**src/hdl/topt_pkg.sv**
```systemverilog
// Shared types and codes for the 3-opt tour move block.
// No dependencies; imported by every module of the block.
package topt_pkg;

   localparam logic [2:0] ACT_LOAD_DIST = 3'd0;
   localparam logic [2:0] ACT_LOAD_TOUR = 3'd1;
   localparam logic [2:0] ACT_SET_LEN   = 3'd2;
   localparam logic [2:0] ACT_MOVE      = 3'd3;
   localparam logic [2:0] ACT_READ      = 3'd4;

   localparam logic [1:0] ST_DONE     = 2'd0;
   localparam logic [1:0] ST_INVALID  = 2'd1;
   localparam logic [1:0] ST_NO_IMPR  = 2'd2;
   localparam logic [1:0] ST_IMPROVED = 2'd3;

   typedef struct packed {
      logic [2:0]  action;
      logic [7:0]  row_city;
      logic [7:0]  col_city;
      logic [23:0] dist_value;
      logic [7:0]  tour_pos;
      logic [7:0]  city_value;
      logic [31:0] length_value;
      logic [7:0]  cut_a;
      logic [7:0]  cut_b;
      logic [7:0]  cut_c;
   } req_type;

   typedef struct packed {
      logic [1:0]  status;
      logic [2:0]  chosen_case;
      logic [25:0] gain;
      logic [31:0] tour_length;
      logic [7:0]  city_out;
   } rsp_type;

   typedef enum logic [3:0] {
      OP_NONE, OP_LATCH, OP_EXEC, OP_TFETCH, OP_DFETCH,
      OP_BEST, OP_APPLY, OP_EMIT, OP_COPY, OP_RESP
   } dp_op_type;

   typedef struct packed {
      dp_op_type op;
   } cmd_type;

   typedef struct packed {
      logic done;      // current phase finished this cycle
      logic is_move;
      logic move_ok;
      logic improve;
   } sts_type;

endpackage

```
**src/hdl/topt_ctrl.sv**
```systemverilog
// Controller FSM of the 3-opt tour move block: handshakes and phase sequencing.
// Depends on topt_pkg.
module topt_ctrl import topt_pkg::*; (
   input  logic    clock,
   input  logic    reset,
   input  logic    req_valid,
   output logic    req_stall,
   output logic    rsp_valid,
   input  logic    rsp_stall,
   output cmd_type cmd,
   input  sts_type sts
);

   typedef enum logic [3:0] {
      S_IDLE, S_EXEC, S_TFETCH, S_DFETCH, S_BEST, S_APPLY, S_EMIT, S_COPY, S_RESP
   } state_type;

   state_type state_ff;
   logic      rsp_valid_ff;
   logic      slot_free;

   assign slot_free = !rsp_valid_ff || !rsp_stall;
   assign req_stall = (state_ff != S_IDLE);
   assign rsp_valid = rsp_valid_ff;

   always_comb begin
      unique case (state_ff)
         S_IDLE:   cmd.op = req_valid ? OP_LATCH : OP_NONE;
         S_EXEC:   cmd.op = OP_EXEC;
         S_TFETCH: cmd.op = OP_TFETCH;
         S_DFETCH: cmd.op = OP_DFETCH;
         S_BEST:   cmd.op = OP_BEST;
         S_APPLY:  cmd.op = OP_APPLY;
         S_EMIT:   cmd.op = OP_EMIT;
         S_COPY:   cmd.op = OP_COPY;
         S_RESP:   cmd.op = slot_free ? OP_RESP : OP_NONE;
         default:  cmd.op = OP_NONE;
      endcase
   end

   always_ff @(posedge clock) begin
      if (reset) begin
         state_ff     <= S_IDLE;
         rsp_valid_ff <= 1'b0;
      end else begin
         // a new result replaces one that leaves in the same cycle
         if (state_ff == S_RESP && slot_free) rsp_valid_ff <= 1'b1;
         else if (!rsp_stall)                 rsp_valid_ff <= 1'b0;
         unique case (state_ff)
            S_IDLE:   if (req_valid) state_ff <= S_EXEC;
            S_EXEC:   state_ff <= (sts.is_move && sts.move_ok) ? S_TFETCH : S_RESP;
            S_TFETCH: if (sts.done) state_ff <= S_DFETCH;
            S_DFETCH: if (sts.done) state_ff <= S_BEST;
            S_BEST:   if (sts.done) state_ff <= S_APPLY;
            S_APPLY:  state_ff <= sts.improve ? S_EMIT : S_RESP;
            S_EMIT:   if (sts.done) state_ff <= S_COPY;
            S_COPY:   if (sts.done) state_ff <= S_RESP;
            S_RESP:   if (slot_free) state_ff <= S_IDLE;
            default:  state_ff <= S_IDLE;
         endcase
      end
   end

   a_rsp_hold: assert property (@(posedge clock) disable iff (reset)
      rsp_valid_ff && rsp_stall |=> rsp_valid_ff)
      else $error("result dropped while stalled");
   a_exec_after_idle: assert property (@(posedge clock) disable iff (reset)
      state_ff == S_EXEC |-> $past(state_ff) == S_IDLE)
      else $error("exec not entered from idle");
   a_emit_entry: assert property (@(posedge clock) disable iff (reset)
      state_ff == S_EMIT && $past(state_ff) != S_EMIT |-> $past(state_ff) == S_APPLY)
      else $error("tour rewrite started without an improving move");
   a_accept_idle: assert property (@(posedge clock) disable iff (reset)
      cmd.op == OP_LATCH |-> state_ff == S_IDLE && !req_stall)
      else $error("item latched outside idle");

endmodule

```
**config.mk**
```make
export PLATFORM = sky130hd
export DESIGN_NAME = topt_ctrl
export DESIGN_NICKNAME = d
export VERILOG_FILES = /design/src/hdl/topt_pkg.sv /design/src/hdl/topt_ctrl.sv
export SDC_FILE = /design/constraint.sdc
export NUM_CORES = 1
export LEC_CHECK = 0
export BUFFER_PORTS_ARGS = -buffer_cell sky130_fd_sc_hd__buf_2
export CAP_MARGIN = 20
export CORE_AREA = 2 2 39 41
export DETAILED_ROUTE_END_ITERATION = 6
export DIE_AREA = 0 0 41 43
export PLACE_DENSITY = 0.55
export REMOVE_ABC_BUFFERS = 1
export SLEW_MARGIN = 40
export SYNTH_ARGS = -nofsm -noshare
export SYNTH_HDL_FRONTEND = slang
export SYNTH_SLANG_ARGS = --single-unit
```
**constraint.sdc**
```tcl
create_clock -name clock -period 1.4 [get_ports clock]
set_clock_uncertainty 0.05 [all_clocks]
set_input_delay 0.42 -clock clock [delete_from_list [all_inputs] [get_ports clock]]
set_output_delay 0.42 -clock clock [all_outputs]
set_load 0.005 [all_outputs]
```
---- After elaboration in Yosys (flattened, before gate mapping) ----
Index checks and enable logic that the tools add are counted.
word-level totals
  register bits ........................... 5
  output and inout bits ................... 6
  logic and storage cells ................. 41
cells by class
  eq/ne operators ......................... 16
  mux-type cells .......................... 15
  reduce and logical (&&, ||, !) cells .... 8
operator list
  operator                                                               number
  4-bit case mux with 9 select lines                                     2
  4-bit two-way mux                                                      10
  4-bit by 3-bit equality test with 1-bit output, second input constant  4
  2-bit != test, second input constant                                   7
  4-bit by 2-bit equality test with 1-bit output, second input constant  2
  7-bit AND reduction                                                    1
  4-bit by 1-bit equality test with 1-bit output, second input constant  1
  4-bit equality test, second input constant                             1
  4-bit zero test                                                        1
  4-bit nonzero test                                                     1
  1-bit two-way mux                                                      3
  1-bit logical AND                                                      2
  1-bit zero test                                                        2
  2-bit by 1-bit != test with 1-bit output, second input constant        1
  1-bit logical OR                                                       1

---- Logic depth before layout (Yosys ltp) ----
Gate-level depths: netlist (run 1).
  depth in word-level cells ............... 4
  depth in mapped cells ................... 4

---- Worst setup path before layout (run 1) ----
No wires, ideal clock.
  kind .................................... flip-flop to output port
  from .................................... reg state_ff[1]
  to ...................................... out cmd[2] (netlist bit)
  arrival time ............................ 0.853 ns
  path slack .............................. 0.077 ns
  cell stages (with the launch flop) ...... 5
  cells stage by stage .................... dfxtp_1 -> buf_4 -> nand2_1 -> xor2_1 -> nor2_1
RTL lines
  what                    RTL line         text
  start, declared         topt_ctrl.sv:18  state_type state_ff;
  start signal, assigned  topt_ctrl.sv:51  S_EXEC: state_ff <= (sts.is_move && sts.move_ok) ? S_TFETCH : S_RESP;
  start signal, assigned  topt_ctrl.sv:55  S_APPLY: state_ff <= sts.improve ? S_EMIT : S_RESP;
  end, declared           topt_ctrl.sv:10  output cmd_type cmd,

==> flow_summary.json, run 1 <==
{
  "cp_max_fo": 5,
  "vias": 493,
  "power_density_nw_per_um2": 674.9,
  "multiInputGateArea_um2": 305.3,
  "place.gp.congestion": 0.8702,
  "grt_first_pass_wirelength_mm": 1.649,
  "finalSetupViolations": 5,
  "finalHoldViolCount": 0,
  "max-vdd-ir-drop_uv": 336.1,
  "yosysWarnings": 0,
  "p_leak_nw": 0.2943,
  "first_pass_iters": 4,
  "hold_slack_ns": 0.3213,
  "yosysSeqAreaShare_pct": 23.53,
  "worst-slew-pin-transition_ns": 0.1762,
  "rsz0062_at_grt": "true",
  "synth_area_leader_cell": "dfxtp_1",
  "min_period_ns": 1.577,
  "route.detailed.drc": 0,
  "cts_buffers": 3,
  "switching_share_pct": 26.10,
  "ys_seq_elements": 5,
  "nFillCells": 146,
  "path_cells": "nor3_1 > or2_0 > a21oi_1 > buf_2",
  "htree_levels": 1,
  "slowest_stage": "dfxtp_4",
  "clock_latency_ns": 0.24,
  "avgViaCountPerCell": 4.833,
  "synthDistinctLibCells": 30,
  "final_cells": 102,
  "drive_above_1_share_pct": 46.51,
  "syn_area_um2": 425.4,
  "violations": "setup timing",
  "cts_root_buf": "clkbuf_4",
  "cp-end-kind": "output pin",
  "p_seq_share_pct": 34.7,
  "hold_class": "input port to register",
  "num_antenna_cells": 0,
  "dieArea_um2": 1763,
  "slew_viol_final": 0,
  "setup_tns_ns": -0.6211,
  "wl_mm": 1.017,
  "dp_hpwl_um": 763.3,
  "power.share.combinational_pct": 27.8,
  "start_util_pct": 30.74,
  "reg2reg_setup_slack_ns": 0.01,
  "dp.cells": 94,
  "coreArea_um2": 1384,
  "cts_tree": "yes",
  "crit_arrival_ns": 1.11,
  "antenna_found_initial": 0,
  "synth.area.top_cells": "dfxtp_1 24%, a21oi_1 8.2%, nand2_1 6.2%, buf_6 5.3%, and3b_1 4.1%",
  "pwr-share-clk_pct": 37.5,
  "period_share_pct": 112.6,
  "syn2layout_area_growth_pct": 53.53,
  "status": "complete, but fails checks",
  "die_x_um": 41,
  "grt_start_max_net_pins": 10,
  "p_int_uw": 325.8,
  "first_global_vias": 429,
  "ff_latch_area_um2": 112.6,
  "grt.total_usage_pct": 13.96,
  "port_buffers": 13,
  "fin_nets": 95,
  "worst_slack_ns": -0.1767,
  "postSynthAreaPerCell_um2": 7.335,
  "critPathKind": "register to output pin",
  "fmax_mhz": 634.2,
  "max_slew_margin_pct": 88.24,
  "rows": 14,
  "drt_iter0_markers": 8,
  "layout_common_cells": "13 x buf_2, 13 x buf_4, 7 x nand2_1, 7 x a21oi_1, 4 x nor2_1",
  "clkSlewWorstSetupHoldPaths_ns": 0.04,
  "netlist_instances": 58,
  "io_pins": 14,
  "die_h_um": 43,
  "power_switching_uw": 115.0,
  "clk_path_buf_depth": 2,
  "yosysTopAreaCellShare_pct": 23.53,
  "max_stage_delay_ns": 0.38,
  "critPathLaunchType": "register",
  "cts_sinks": 5,
  "ant_nets": 0,
  "drv_cap": 0,
  "worstPathRequired_ns": 0.93,
  "design_power_total_uw": 440.8,
  "avgRoutedWirePerCell_um": 9.971,
  "grt_overflow": 0
}
synth_stat cells:
master     instances
a21oi_1            7
nand2_1            7
dfxtp_1            5
nor2_1             4
nand3_1            3
and3b_1            2
buf_6              2
nand2b_1           2
nand3b_1           2
o21ai_0            2
o21ai_1            2
xor2_1             2
a211o_1            1
a31oi_1            1
and2_1             1
and2b_2            1
buf_2              1
buf_4              1
inv_1              1
nor2b_1            1
nor3_1             1
nor3_2             1
nor3b_1            1
o2111ai_1          1
or2_0              1
or2_2              1
or2b_1             1
or3b_1             1
or4_1              1
xnor2_1            1
worst paths after layout:
path	start	endpoint	depth (start not counted)
hold reg to reg	rsp_valid	rsp_valid	2
setup / recovery	state_ff[1]	cmd[0]	4
setup reg to reg	state_ff[0]	state_ff[3]	4
hold / removal	reset	rsp_valid	2
power groups by stage:
stage | clock [mW] | combinational [mW] | sequential [mW]
after floorplan | 0 | 0.0427 | 0.162
after global placement | 0 | 0.0993 | 0.159
after detailed placement | 0 | 0.101 | 0.158
after CTS | 0.170 | 0.115 | 0.153
after global routing | 0.186 | 0.137 | 0.154
final | 0.165 | 0.122 | 0.153
through the flow:
| step | cell area, um^2 | utilization [%] | setup WS [ns] |
|---|---|---|---|
| 2_1_floorplan | 390.4 | - | -0.03692 |
| 3_3_place_gp | 558.0 | 40.33 | -0.04791 |
| 3_5_place_dp | 558.0 | 40.33 | -0.06747 |
| 4_1_cts | 636.9 | 46.02 | -0.1717 |
| 5_1_grt | 653.1 | 47.20 | -0.2573 |
| 6_report | 653.1 | 47.20 | -0.1767 |
critical path, delay by kind of cell (launching register included):
family	cells	cell delay, ns
compound gates	1	0.11
buf+inv	1	0.12
flops	1	0.38
simple gates	2	0.26
area by class of cell:
cell class	instances	share of cell area [%]
clock buffers	4	4.023
inverters	1	0.5747
multi-input cells	48	46.74
flip-flops and latches	5	17.24
well taps	16	3.065
repair buffers	28	28.35
sequential cells by signal, summed over array words and instances (netlist names):
register,cells
state_ff,4
rsp_valid,1
per-layer routing:
metal	track usage, %	up-vias	wire length, um
met1	14.47	224	426
met5	0	-	0
met4	6.000	0	14
met3	4.712	2	35
li1	-	257	-
met2	23.75	10	541
logic make-up (layout without fill, tap and decap cells):
logic type	Yosys count	after routing	share of synthesized area (%)
xor gates and xnor gates	3	3	6.178
DFF	5	5	23.53
and+or+nand+nor	31	31	42.65
buffers and inverters	5	33	9.116
AOI/OAI and AO/OA	14	14	18.53
timing repair:
item	in CTS	in global routing
buffers inserted	3	1
cloned	0	0
resized for setup	11	2
hold buffers	0	0
pin swaps	3	4
setup endpoints to repair	5	8
(Power assumes the default switching activity.)
==> inputs of run 2 (changes only) <==
--- a/config.mk
+++ b/config.mk
@@ -12,6 +12,7 @@
 export DIE_AREA = 0 0 41 43
 export PLACE_DENSITY = 0.55
 export REMOVE_ABC_BUFFERS = 1
+export SKIP_CTS_REPAIR_TIMING = 1
 export SLEW_MARGIN = 40
 export SYNTH_ARGS = -nofsm -noshare
 export SYNTH_HDL_FRONTEND = slang
==> run 2 against run 1 <==
Against the previous run: the flow still finishes with violations (setup timing); via count is 2.2% lower; power is 3.7% lower; sequential cell count stayed put; first-iteration DRC count is 50% lower; count of clock-buffer cells in the layout stayed put; die area stayed put; combinational power is 13% lower; non-clock buffer count is 3 lower; hold slack hardly changed; wire length is 7.3% lower; final cell count is 2.9% lower; core utilization is 2.8 points lower; largest power group unchanged.
==> flow_summary.json, run 2 (synthesis gave the netlist of run 1 again) <==
{
  "port_buffers": 13,
  "avgRoutedWirePerCell_um": 9.525,
  "grt_overflow": 0,
  "die_h_um": 43,
  "worstPathRequired_ns": 0.93,
  "start_util_pct": 30.74,
  "slew_viol_final": 0,
  "place.gp.congestion": 0.8702,
  "violations": "setup timing",
  "first_pass_iters": 4,
  "rsz0062_at_grt": "true",
  "ant_nets": 0,
  "preCtsSetupSlack_ns": -0.06747,
  "period_share_pct": 112.7,
  "p_leak_nw": 0.2739,
  "io_pins": 14,
  "r2r_start": "state_ff[2]",
  "ff_latch_area_um2": 112.6,
  "fmax_mhz": 634.0,
  "reg2reg_setup_slack_ns": 0.07,
  "worst-slew-pin-transition_ns": 0.1970,
  "rows": 14,
  "route.detailed.drc": 0,
  "dp_hpwl_um": 763.3,
  "stdcell_area_um2": 614.3,
  "worstReg2RegEnd": "state_ff[3]",
  "multiInputGateArea_um2": 292.8,
  "num_antenna_cells": 0,
  "cts_root_buf": "clkbuf_4",
  "dieArea_um2": 1763,
  "grt_first_pass_wirelength_mm": 1.490,
  "first_global_vias": 390,
  "avgViaCountPerCell": 4.869,
  "clk_path_buf_depth": 2,
  "fin_nets": 92,
  "power_density_nw_per_um2": 691.0,
  "grt_start_max_net_pins": 10,
  "clkSlewWorstSetupHoldPaths_ns": 0.04,
  "cts_sinks": 5,
  "worst_slack_ns": -0.1774,
  "max_slew_margin_pct": 86.84,
  "min-delay-start": "reset",
  "htree_levels": 1,
  "layout_common_cells": "13 x buf_2, 11 x buf_4, 7 x nand2_1, 7 x a21oi_1, 4 x nor2_1",
  "nFillCells": 154,
  "place_area_um2": 558.0,
  "vias": 482,
  "setup_tns_ns": -0.6516,
  "drv_cap": 0,
  "grt.total_usage_pct": 12.63,
  "die_x_um": 41,
  "cts_buffers": 3,
  "hold_path_end": "rsp_valid",
  "critPathLaunchType": "register",
  "finalHoldViolCount": 0,
  "drt_iter0_markers": 4,
  "crit_arrival_ns": 1.11,
  "hold_class": "input port to register",
  "syn2layout_area_growth_pct": 44.41,
  "finalSetupViolations": 5,
  "final_common_cell": "buf_2",
  "largest_reg_flops": 4,
  "wl_um": 943,
  "critPathKind": "register to output pin",
  "status": "complete, but fails checks",
  "reg2reg_depth": 4,
  "antenna_found_initial": 0,
  "cts_tree": "yes",
  "top_register": "state_ff",
  "coreArea_um2": 1384,
  "drive_above_1_share_pct": 42.17,
  "holdPathStages": 2,
  "cp_max_fo": 6,
  "cp-end-kind": "output pin",
  "clock_latency_ns": 0.24,
  "max-vdd-ir-drop_uv": 328.1,
  "min_period_ns": 1.577
}
[run 2: final cells by class]
cell class | count | share of cell area, %
repair buffers | 25 | 25.87
well taps | 16 | 3.259
multi-input cells | 48 | 47.66
flip-flops and latches | 5 | 18.33
clock buffers | 4 | 4.277
inverters | 1 | 0.6110
[run 2: stage by stage]
stage	util, %	instances	total power [mW]	hold WS [ns]
2_1_floorplan	-	54	0.2042	0.4391
3_3_place_gp	40.33	94	0.2579	0.4960
3_5_place_dp	40.33	94	0.2594	0.4863
4_1_cts	42.22	98	0.4278	0.3128
5_1_grt	44.39	99	0.4593	0.3131
6_report	44.39	99	0.4245	0.3211
[run 2: where the power goes]
| group | leakage [nW] | switching (mW) | internal (mW) |
|---|---|---|---|
| sequential | 0.0433 | 0.00912 | 0.145 |
| clock | 0.0150 | 0.0563 | 0.108 |
| combinational | 0.216 | 0.0443 | 0.0619 |
[run 2: how the worst max path moves through the flow]
stage	start	end	slack (ns)	depth (start not counted)
3_3_place_gp	req_valid	cmd[0]	-0.05	5
2_1_floorplan	state_ff[1]	cmd[0]	-0.04	3
3_5_place_dp	req_valid	cmd[0]	-0.07	5
6_report	state_ff[1]	cmd[0]	-0.18	4
5_1_grt	state_ff[1]	cmd[3]	-0.27	4
4_1_cts	state_ff[1]	cmd[0]	-0.29	4
[run 2: routing by layer]
layer	global-route usage, %	vias up	part of all wire [%]
li1	-	251	-
met1	13.10	217	44
met2	20.94	12	50
met3	4.712	2	4.3
met4	6.000	0	1.5
met5	0	-	0
[run 2: critical path, stage by stage (launching register included)]
cell and delay (ns):
dfxtp_4 0.38, nor3_1 0.06, or2_0 0.20, a21oi_1 0.11
buf_2 0.12
